[config.mk]
export PLATFORM = sky130hd
export DESIGN_NAME = dirty_rectangle_tracker
export DESIGN_NICKNAME = d
export VERILOG_FILES = /design/src/rtl/core/drt_pkg.sv /design/src/rtl/core/drt_cfg.sv /design/src/rtl/core/drt_in_stage.sv /design/src/rtl/core/drt_box_core.sv /design/src/rtl/core/dirty_rectangle_tracker.sv
export SDC_FILE = /design/constraint.sdc
export NUM_CORES = 1
export LEC_CHECK = 0
export BUFFER_PORTS_ARGS = -buffer_cell sky130_fd_sc_hd__buf_2
export CAP_MARGIN = 0
export CORE_MARGIN = 2
export CORE_UTILIZATION = 30
export CTS_CLUSTER_DIAMETER = 30
export DETAILED_ROUTE_END_ITERATION = 8
export SLEW_MARGIN = 20
export SYNTH_ARGS = -nofsm -noshare
export SYNTH_HDL_FRONTEND = slang
export SYNTH_SLANG_ARGS = --single-unit
[constraint.sdc]
create_clock -name clk -period 9 [get_ports clk]
set_input_delay 0 -clock clk [delete_from_list [all_inputs] [get_ports clk]]
set_output_delay 0 -clock clk [all_outputs]
set_load 0.02 [all_outputs]
[src/rtl/core/drt_pkg.sv]
// Package for the dirty rectangle tracker: word types, op and register codes,
// size limits and the screen size clamp. No dependencies.
`timescale 1ns / 1ps

package drt_pkg;

  // Largest screen dimension accepted by the size registers
  localparam int MAX_DIM = 4096;
  localparam int DIM_W   = 13;
  localparam int POS_W   = 16;
  localparam int CNT_W   = 32;

  // Screen size after reset: 4096 limited to MAX_DIM
  localparam logic [DIM_W-1:0] RST_DIM =
    (MAX_DIM < 4096) ? DIM_W'(MAX_DIM) : DIM_W'(4096);

  // Operation codes
  localparam logic [1:0] OP_PIXEL      = 2'd0;
  localparam logic [1:0] OP_FRAME_END  = 2'd1;
  localparam logic [1:0] OP_PART_RESET = 2'd2;

  // Configuration register indexes
  localparam logic CFG_SCREEN_WIDTH  = 1'b0;
  localparam logic CFG_SCREEN_HEIGHT = 1'b1;

  typedef struct packed {
    logic [1:0]              op;
    logic signed [POS_W-1:0] pos_x;
    logic signed [POS_W-1:0] pos_y;
    logic                    pixel_changed;
  } in_word_t;

  typedef struct packed {
    logic             out_of_bounds;
    logic [DIM_W-1:0] region_x_low;
    logic [DIM_W-1:0] region_y_low;
    logic [DIM_W-1:0] region_width;
    logic [DIM_W-1:0] region_height;
    logic [CNT_W-1:0] changed_count;
  } out_word_t;

  typedef struct packed {
    logic [DIM_W-1:0] width;
    logic [DIM_W-1:0] height;
  } screen_t;

  typedef struct packed {
    logic [DIM_W-1:0] x_low;
    logic [DIM_W-1:0] y_low;
    logic [DIM_W-1:0] x_high;
    logic [DIM_W-1:0] y_high;
  } box_t;

  // Zero reads as one, anything above MAX_DIM saturates
  function automatic logic [DIM_W-1:0] clamp_dim(input logic [DIM_W-1:0] v);
    logic [DIM_W-1:0] r;
    r = v;
    if (v == '0) begin
      r = DIM_W'(1);
    end else if (32'(v) > 32'(MAX_DIM)) begin
      r = DIM_W'(MAX_DIM);
    end
    return r;
  endfunction

endpackage

[src/rtl/core/drt_cfg.sv]
// Screen size registers of the dirty rectangle tracker.
// Depends on drt_pkg for the register codes and the clamp function.
`timescale 1ns / 1ps

module drt_cfg (
  input  logic                     clk,
  input  logic                     rst_n,
  input  logic                     cfg_valid,
  output logic                     cfg_ready,
  input  logic                     cfg_index,
  input  logic [drt_pkg::DIM_W-1:0] cfg_data,
  output drt_pkg::screen_t          scr
);
  import drt_pkg::*;

  screen_t scr_r, scr_nxt;

  assign cfg_ready = 1'b1;
  assign scr       = scr_r;

  // Decode the register index, store the clamped size
  always_comb begin
    scr_nxt = scr_r;
    if (cfg_valid) begin
      unique case (cfg_index)
        CFG_SCREEN_WIDTH:  scr_nxt.width  = clamp_dim(cfg_data);
        CFG_SCREEN_HEIGHT: scr_nxt.height = clamp_dim(cfg_data);
        default:           scr_nxt        = scr_r;
      endcase
    end
  end

  always_ff @(posedge clk) begin
    if (!rst_n) begin
      scr_r.width  <= RST_DIM;
      scr_r.height <= RST_DIM;
    end else begin
      scr_r <= scr_nxt;
    end
  end

endmodule

[src/rtl/core/drt_in_stage.sv]
// Input register of the dirty rectangle tracker: holds one word until the
// update logic takes it. Depends on drt_pkg for the input word type.
`timescale 1ns / 1ps

module drt_in_stage (
  input  logic              clk,
  input  logic              rst_n,
  input  logic              in_valid,
  output logic              in_stall,
  input  drt_pkg::in_word_t in_word,
  input  logic              adv,
  output logic              held_valid,
  output drt_pkg::in_word_t held_word
);
  import drt_pkg::*;

  logic     held_valid_r, held_valid_nxt;
  in_word_t held_word_r;
  logic     load;

  // Refill whenever the held word is empty or leaves this cycle
  assign in_stall = held_valid_r && !adv;
  assign load     = in_valid && !in_stall;

  assign held_valid_nxt = load || (held_valid_r && !adv);
  assign held_valid     = held_valid_r;
  assign held_word      = held_word_r;

  always_ff @(posedge clk) begin
    if (!rst_n) begin
      held_valid_r <= 1'b0;
    end else begin
      held_valid_r <= held_valid_nxt;
    end
  end

  // Payload needs no reset
  always_ff @(posedge clk) begin
    if (load) begin
      held_word_r <= in_word;
    end
  end

endmodule

[src/rtl/core/drt_box_core.sv]
// Box state and update logic of the dirty rectangle tracker: applies one
// word per cycle while adv is high and forms the union result. Depends on drt_pkg.
`timescale 1ns / 1ps

module drt_box_core (
  input  logic               clk,
  input  logic               rst_n,
  input  logic               adv,
  input  drt_pkg::in_word_t  word,
  input  drt_pkg::screen_t   scr,
  output drt_pkg::out_word_t res
);
  import drt_pkg::*;

  box_t             cur_r, cur_nxt;
  box_t             prev_r, prev_nxt;
  logic [CNT_W-1:0] tally_r, tally_nxt;

  logic             x_in, y_in, oob;
  logic [DIM_W-1:0] ux, uy, ux1, uy1;
  logic [DIM_W-1:0] xl, yl, xh, yh;

  // Bounds check on the signed coordinates
  assign x_in = !word.pos_x[POS_W-1] && (word.pos_x[POS_W-2:0] < (POS_W-1)'(scr.width));
  assign y_in = !word.pos_y[POS_W-1] && (word.pos_y[POS_W-2:0] < (POS_W-1)'(scr.height));
  assign oob  = (word.op == OP_PIXEL) && !(x_in && y_in);

  // In bounds the coordinate is below the screen size, so it fits DIM_W
  assign ux  = word.pos_x[DIM_W-1:0];
  assign uy  = word.pos_y[DIM_W-1:0];
  assign ux1 = ux + DIM_W'(1);
  assign uy1 = uy + DIM_W'(1);

  // Next box state for the operation
  always_comb begin
    cur_nxt   = cur_r;
    prev_nxt  = prev_r;
    tally_nxt = tally_r;
    unique case (word.op)
      OP_PIXEL: begin
        if (!oob && word.pixel_changed) begin
          if (ux < cur_r.x_low)   cur_nxt.x_low  = ux;
          if (uy < cur_r.y_low)   cur_nxt.y_low  = uy;
          if (ux1 > cur_r.x_high) cur_nxt.x_high = ux1;
          if (uy1 > cur_r.y_high) cur_nxt.y_high = uy1;
          if (tally_r != '1) tally_nxt = tally_r + CNT_W'(1);
        end
      end
      OP_FRAME_END: begin
        prev_nxt = cur_r;
        cur_nxt  = '{x_low: scr.width, y_low: scr.height, x_high: '0, y_high: '0};
        tally_nxt = '0;
      end
      OP_PART_RESET: begin
        cur_nxt  = '{x_low: '0, y_low: '0, x_high: scr.width, y_high: scr.height};
        prev_nxt = '{x_low: scr.width, y_low: scr.height, x_high: '0, y_high: '0};
        tally_nxt = '0;
      end
      default: begin
        cur_nxt = cur_r;
      end
    endcase
  end

  // Union of current and previous boxes after the update
  assign xl = (cur_nxt.x_low  < prev_nxt.x_low)  ? cur_nxt.x_low  : prev_nxt.x_low;
  assign yl = (cur_nxt.y_low  < prev_nxt.y_low)  ? cur_nxt.y_low  : prev_nxt.y_low;
  assign xh = (cur_nxt.x_high > prev_nxt.x_high) ? cur_nxt.x_high : prev_nxt.x_high;
  assign yh = (cur_nxt.y_high > prev_nxt.y_high) ? cur_nxt.y_high : prev_nxt.y_high;

  always_comb begin
    res.out_of_bounds = oob;
    res.region_x_low  = xl;
    res.region_y_low  = yl;
    res.region_width  = (xh > xl) ? (xh - xl) : scr.width;
    res.region_height = (yh > yl) ? (yh - yl) : scr.height;
    res.changed_count = tally_nxt;
  end

  // Advance state only when the word moves to the result register
  always_ff @(posedge clk) begin
    if (!rst_n) begin
      cur_r   <= '{x_low: '0, y_low: '0, x_high: RST_DIM, y_high: RST_DIM};
      prev_r  <= '{x_low: RST_DIM, y_low: RST_DIM, x_high: '0, y_high: '0};
      tally_r <= '0;
    end else if (adv) begin
      cur_r   <= cur_nxt;
      prev_r  <= prev_nxt;
      tally_r <= tally_nxt;
    end
  end

endmodule

[src/rtl/core/dirty_rectangle_tracker.sv]
// Dirty rectangle tracker: tracks the screen region that needs a partial
// refresh and reports the union of the current and previous frame boxes.
//
// Usage:
//   Input channel (in_valid, in_stall, in_word): one operation per word,
//   pixel write, frame end or partial reset. Result channel (out_valid,
//   out_stall, out_word): exactly one result word per input word, in order.
//   Config channel (cfg_valid, cfg_ready, cfg_index, cfg_data): screen width
//   and height; write only while no words are in flight. cfg_ready is
//   always high.
//   Throughput: one word per cycle while the result is not stalled; the box
//   update, union and width/height subtract sit between the input register
//   and the result register.
//   Stall: a stalled result holds; the input register still takes one more
//   word, then in_stall rises until the result is taken.
//   Reset: synchronous active-low rst_n sets the screen size to 4096 (at most
//   MAX_DIM), the current box to the full screen, the previous box to empty
//   and the changed count to zero.
// Depends on drt_pkg, drt_cfg, drt_in_stage and drt_box_core.
`timescale 1ns / 1ps

module dirty_rectangle_tracker (
  input  logic                      clk,
  input  logic                      rst_n,
  input  logic                      in_valid,
  output logic                      in_stall,
  input  drt_pkg::in_word_t         in_word,
  output logic                      out_valid,
  input  logic                      out_stall,
  output drt_pkg::out_word_t        out_word,
  input  logic                      cfg_valid,
  output logic                      cfg_ready,
  input  logic                      cfg_index,
  input  logic [drt_pkg::DIM_W-1:0] cfg_data
);
  import drt_pkg::*;

  screen_t   scr;
  logic      held_valid;
  in_word_t  held_word;
  out_word_t res;
  logic      adv;

  logic      out_valid_r, out_valid_nxt;
  out_word_t out_word_r;

  drt_cfg u_cfg (
    .clk       (clk),
    .rst_n     (rst_n),
    .cfg_valid (cfg_valid),
    .cfg_ready (cfg_ready),
    .cfg_index (cfg_index),
    .cfg_data  (cfg_data),
    .scr       (scr)
  );

  drt_in_stage u_in (
    .clk        (clk),
    .rst_n      (rst_n),
    .in_valid   (in_valid),
    .in_stall   (in_stall),
    .in_word    (in_word),
    .adv        (adv),
    .held_valid (held_valid),
    .held_word  (held_word)
  );

  drt_box_core u_core (
    .clk   (clk),
    .rst_n (rst_n),
    .adv   (adv),
    .word  (held_word),
    .scr   (scr),
    .res   (res)
  );

  // Move the held word on when the result register is free or drains now
  assign adv = held_valid && (!out_valid_r || !out_stall);

  assign out_valid_nxt = adv || (out_valid_r && out_stall);
  assign out_valid     = out_valid_r;
  assign out_word      = out_word_r;

  always_ff @(posedge clk) begin
    if (!rst_n) begin
      out_valid_r <= 1'b0;
    end else begin
      out_valid_r <= out_valid_nxt;
    end
  end

  always_ff @(posedge clk) begin
    if (adv) begin
      out_word_r <= res;
    end
  end

  // A held word with a free receiver reaches the result register next cycle
  a_held_moves: assert property (@(posedge clk) disable iff (!rst_n)
    (held_valid && !out_stall) |=> out_valid)
    else $error("held word did not reach the result register");

  // The input side only stalls while the input register is occupied
  a_stall_full: assert property (@(posedge clk) disable iff (!rst_n)
    in_stall |-> held_valid)
    else $error("input stalled with an empty input register");

  // A reported region is never zero wide or zero high
  a_region_nonzero: assert property (@(posedge clk) disable iff (!rst_n)
    out_valid |-> (out_word.region_width != '0 && out_word.region_height != '0))
    else $error("reported region has zero size");

endmodule
==> flow_summary.yaml <==
timing:
  setup_violations: 0
  finalHoldViolCount: 0
  rsz0062_at_grt: "false"
  fin_crit_sh: 0.921
  skew_ns: 0.0258
  worst_pin_slew_ns: 1.08
  max_freq_mhz: 121
  slew_headroom: 0.279
  setup_tns_ns: 0
  maxSlewViolCount: 0
  final.min_clock_period_ns: 8.29
finish:
  stdcell_area_sq_um: 23000
  finalNetCount: 2474
  layout-drive-gt1-share: 0.148
  mostFrequentLayoutCell: "nand2_1"
  utilization: 0.382
  synthToLayoutAreaGrowth_pct: 26.0
  final_cell_mix: "nand2_1 (191), a21oi_1 (164), dfxtp_1 (164)"
setup_path:
  slowest_delay_ns: 0.52
  startpoint_type: "flip-flop"
  r2r_cells: 32
  worst_ep_required_time_ns: 9.38
  crit_arrival_ns: 8.67
  critPathMaxFanout: 12
  worst_setup_path_end_kind: "flip-flop"
  crit_path_top_delay_cell: "edfxtp_1"
  crit_type: "reg2reg"
power_and_ir_drop:
  power_uw: 5160
  leakagePower_uw: 0.00926
  cellPowerDensity_nw_per_um2: 224
  irDropWorstVdd_mv: 0.141
place:
  gp_congestion: 0.981
  port_buffers: 140
  postPlaceCellArea_sq_um: 19700
  hpwl_um: 42900
grt:
  grt_pass1_wl_um: 90400
  antenna_found_initial: 0
  overflow: 0
  grt_max_degree: 91
  grt_pass1_vias: 16202
  grt_usage: 0.183
clocking:
  clockRootBuffer: "clkbuf_16"
  cts_tree: "built"
  numClockSinks: 284
  clk_path_buf_depth: 3
  htreeDepth: 3
  clk_pin_slew_ns: 0.05
  clock_latency_ns: 0.59
  numCtsBuffers: 76
worst_hold_path:
  worstHoldPathCells: 2
  hold_class: "in2reg"
logic_synthesis:
  synth_area_sq_um: 18300
  synthCells: 2061
  avgSynthCellArea_sq_um: 8.86
  syn_nets: 2274
  synth_seq_cells: 284
  synth-async-reset-ratio: 0
  synth_cell_types: 76
  ys.warnings.count: 0
  synth_flop_cell: "dfxtp_1"
  synth_edf_count: 120
  yosysSeqAreaShare: 0.377
floorplanning:
  dieWidth_um: 251
  dieArea_sq_um: 62900
  core-area_sq_um: 60200
  initial_core_util: 0.303
  row_count: 90
  fp.dieH_um: 251
  io-pin-count: 142
detailed_routing:
  first_iter_violations: 1032
  vias: 16414
  drc: 0
  wl_um: 58700
  vias_per_cell: 5.29
  drt-pass1-iter-count: 6
  ant_nets: 0
  wl_per_cell_um: 18.9
job:
  cap_viol_max_count: 0
outcome:
  status: "finished, final reports clean"
-- flip-flops by register name (all words and copies together) (netlist names) --
name	cells
u_core.tally_r	32
u_core.prev_r	52
out_valid	1
out_word	85
u_in.held_word	35
u_core.cur_r	52
u_in.held_valid	1
u_cfg.scr	26
-- path summary, 6_finish.rpt --
check,from,to,slack [ns]
worst max-delay path,u_in.held_word[18],out_word[53],0.71
worst min-delay path,in_word[18],u_in.held_word[18],0.11
worst max register to register,u_in.held_word[18],out_word[53],0.71
worst min register to register,u_core.prev_r[26],u_core.prev_r[26],0.45
-- stage by stage --
stage                     setup slack (ns)  instances  hold slack, ns
after CTS                            0.506       3103          0.0782
after global placement               0.654       2897           0.177
after detailed placement             0.556       2897           0.178
after global routing                 0.105       3104          0.0890
after floorplan                       1.65       2061          0.0989
final                                0.711       3105           0.109
-- metal layers --
layer,GRT usage,part of all wire
met3,0.0429,0.071
met1,0.235,0.44
met4,0.0861,0.039
met2,0.291,0.45
met5,0,0
-- cell usage after synthesis, types with 12 or more instances --
cell	number	area (sq um)
a211oi_1	30	225
a21o_1	38	285
a21oi_1	164	821
a22o_1	35	307
a22oi_1	49	368
a31oi_1	33	206
and2_1	28	175
and3_1	21	131
clkbuf_1	90	338
dfxtp_1	164	3280
edfxtp_1	120	3600
ha_1	157	1960
inv_1	157	589
mux2i_1	82	821
nand2_1	192	721
nand3_1	52	260
nand4_1	38	238
nor2_1	148	556
nor2b_1	56	350
nor3_1	31	155
nor4_1	15	93.8
o21a_1	21	158
o21ai_0	87	435
or3_1	22	138
or4_1	12	90.1
xnor2_1	49	429
xor2_1	28	245
-- where the power goes --
group / leakage [uW] / internal (uW) / switching (uW) / total, uW
Combinational: 0.00555 / 384 / 573 / 957
Sequential: 0.00246 / 1440 / 50.3 / 1490
Clock: 0.00124 / 1880 / 834 / 2710
-- worst max-delay path: cells and delay by family, from the launching register on --
kind	cells	cell delay [ns]
compound gates	16	3.78
simple gates	9	1.80
fa+ha+maj	4	1.12
flops	1	0.52
mux	1	0.35
buf+inv	1	0.27
xor+xnor	1	0.21
-- what timing repair did --
action | in CTS | in global routing
gates resized for setup | 0 | 1
hold buffers | 67 | 0
hold endpoints to repair | 64 | 0
setup endpoints to repair | 0 | 4
buffers inserted | 0 | 0
-- cell families (layout without fill, tap and decap cells) --
group           count (synthesis)  after routing  synth area share
other cells                     1              2          0.000205
xor+xnor                       77             77            0.0369
mux                           101            101            0.0567
buf+inv                       271            532            0.0578
compound gates                520            520             0.187
fa+ha+maj                     159            159             0.110
flops                         284            284             0.377
simple gates                  648            648             0.174
-- final cells by class --
cell class              instances  area (sq um)
diodes                          1          2.50
inverters                     158           599
well taps                     782           978
fillers                      5949         37200
repair buffers                235          1600
multi-input cells            1506         10400
clock buffers                  91          2020
clock inverters                48           569
flip-flops and latches        284          6890
Note: power is estimated with default switching activity, not from simulation.
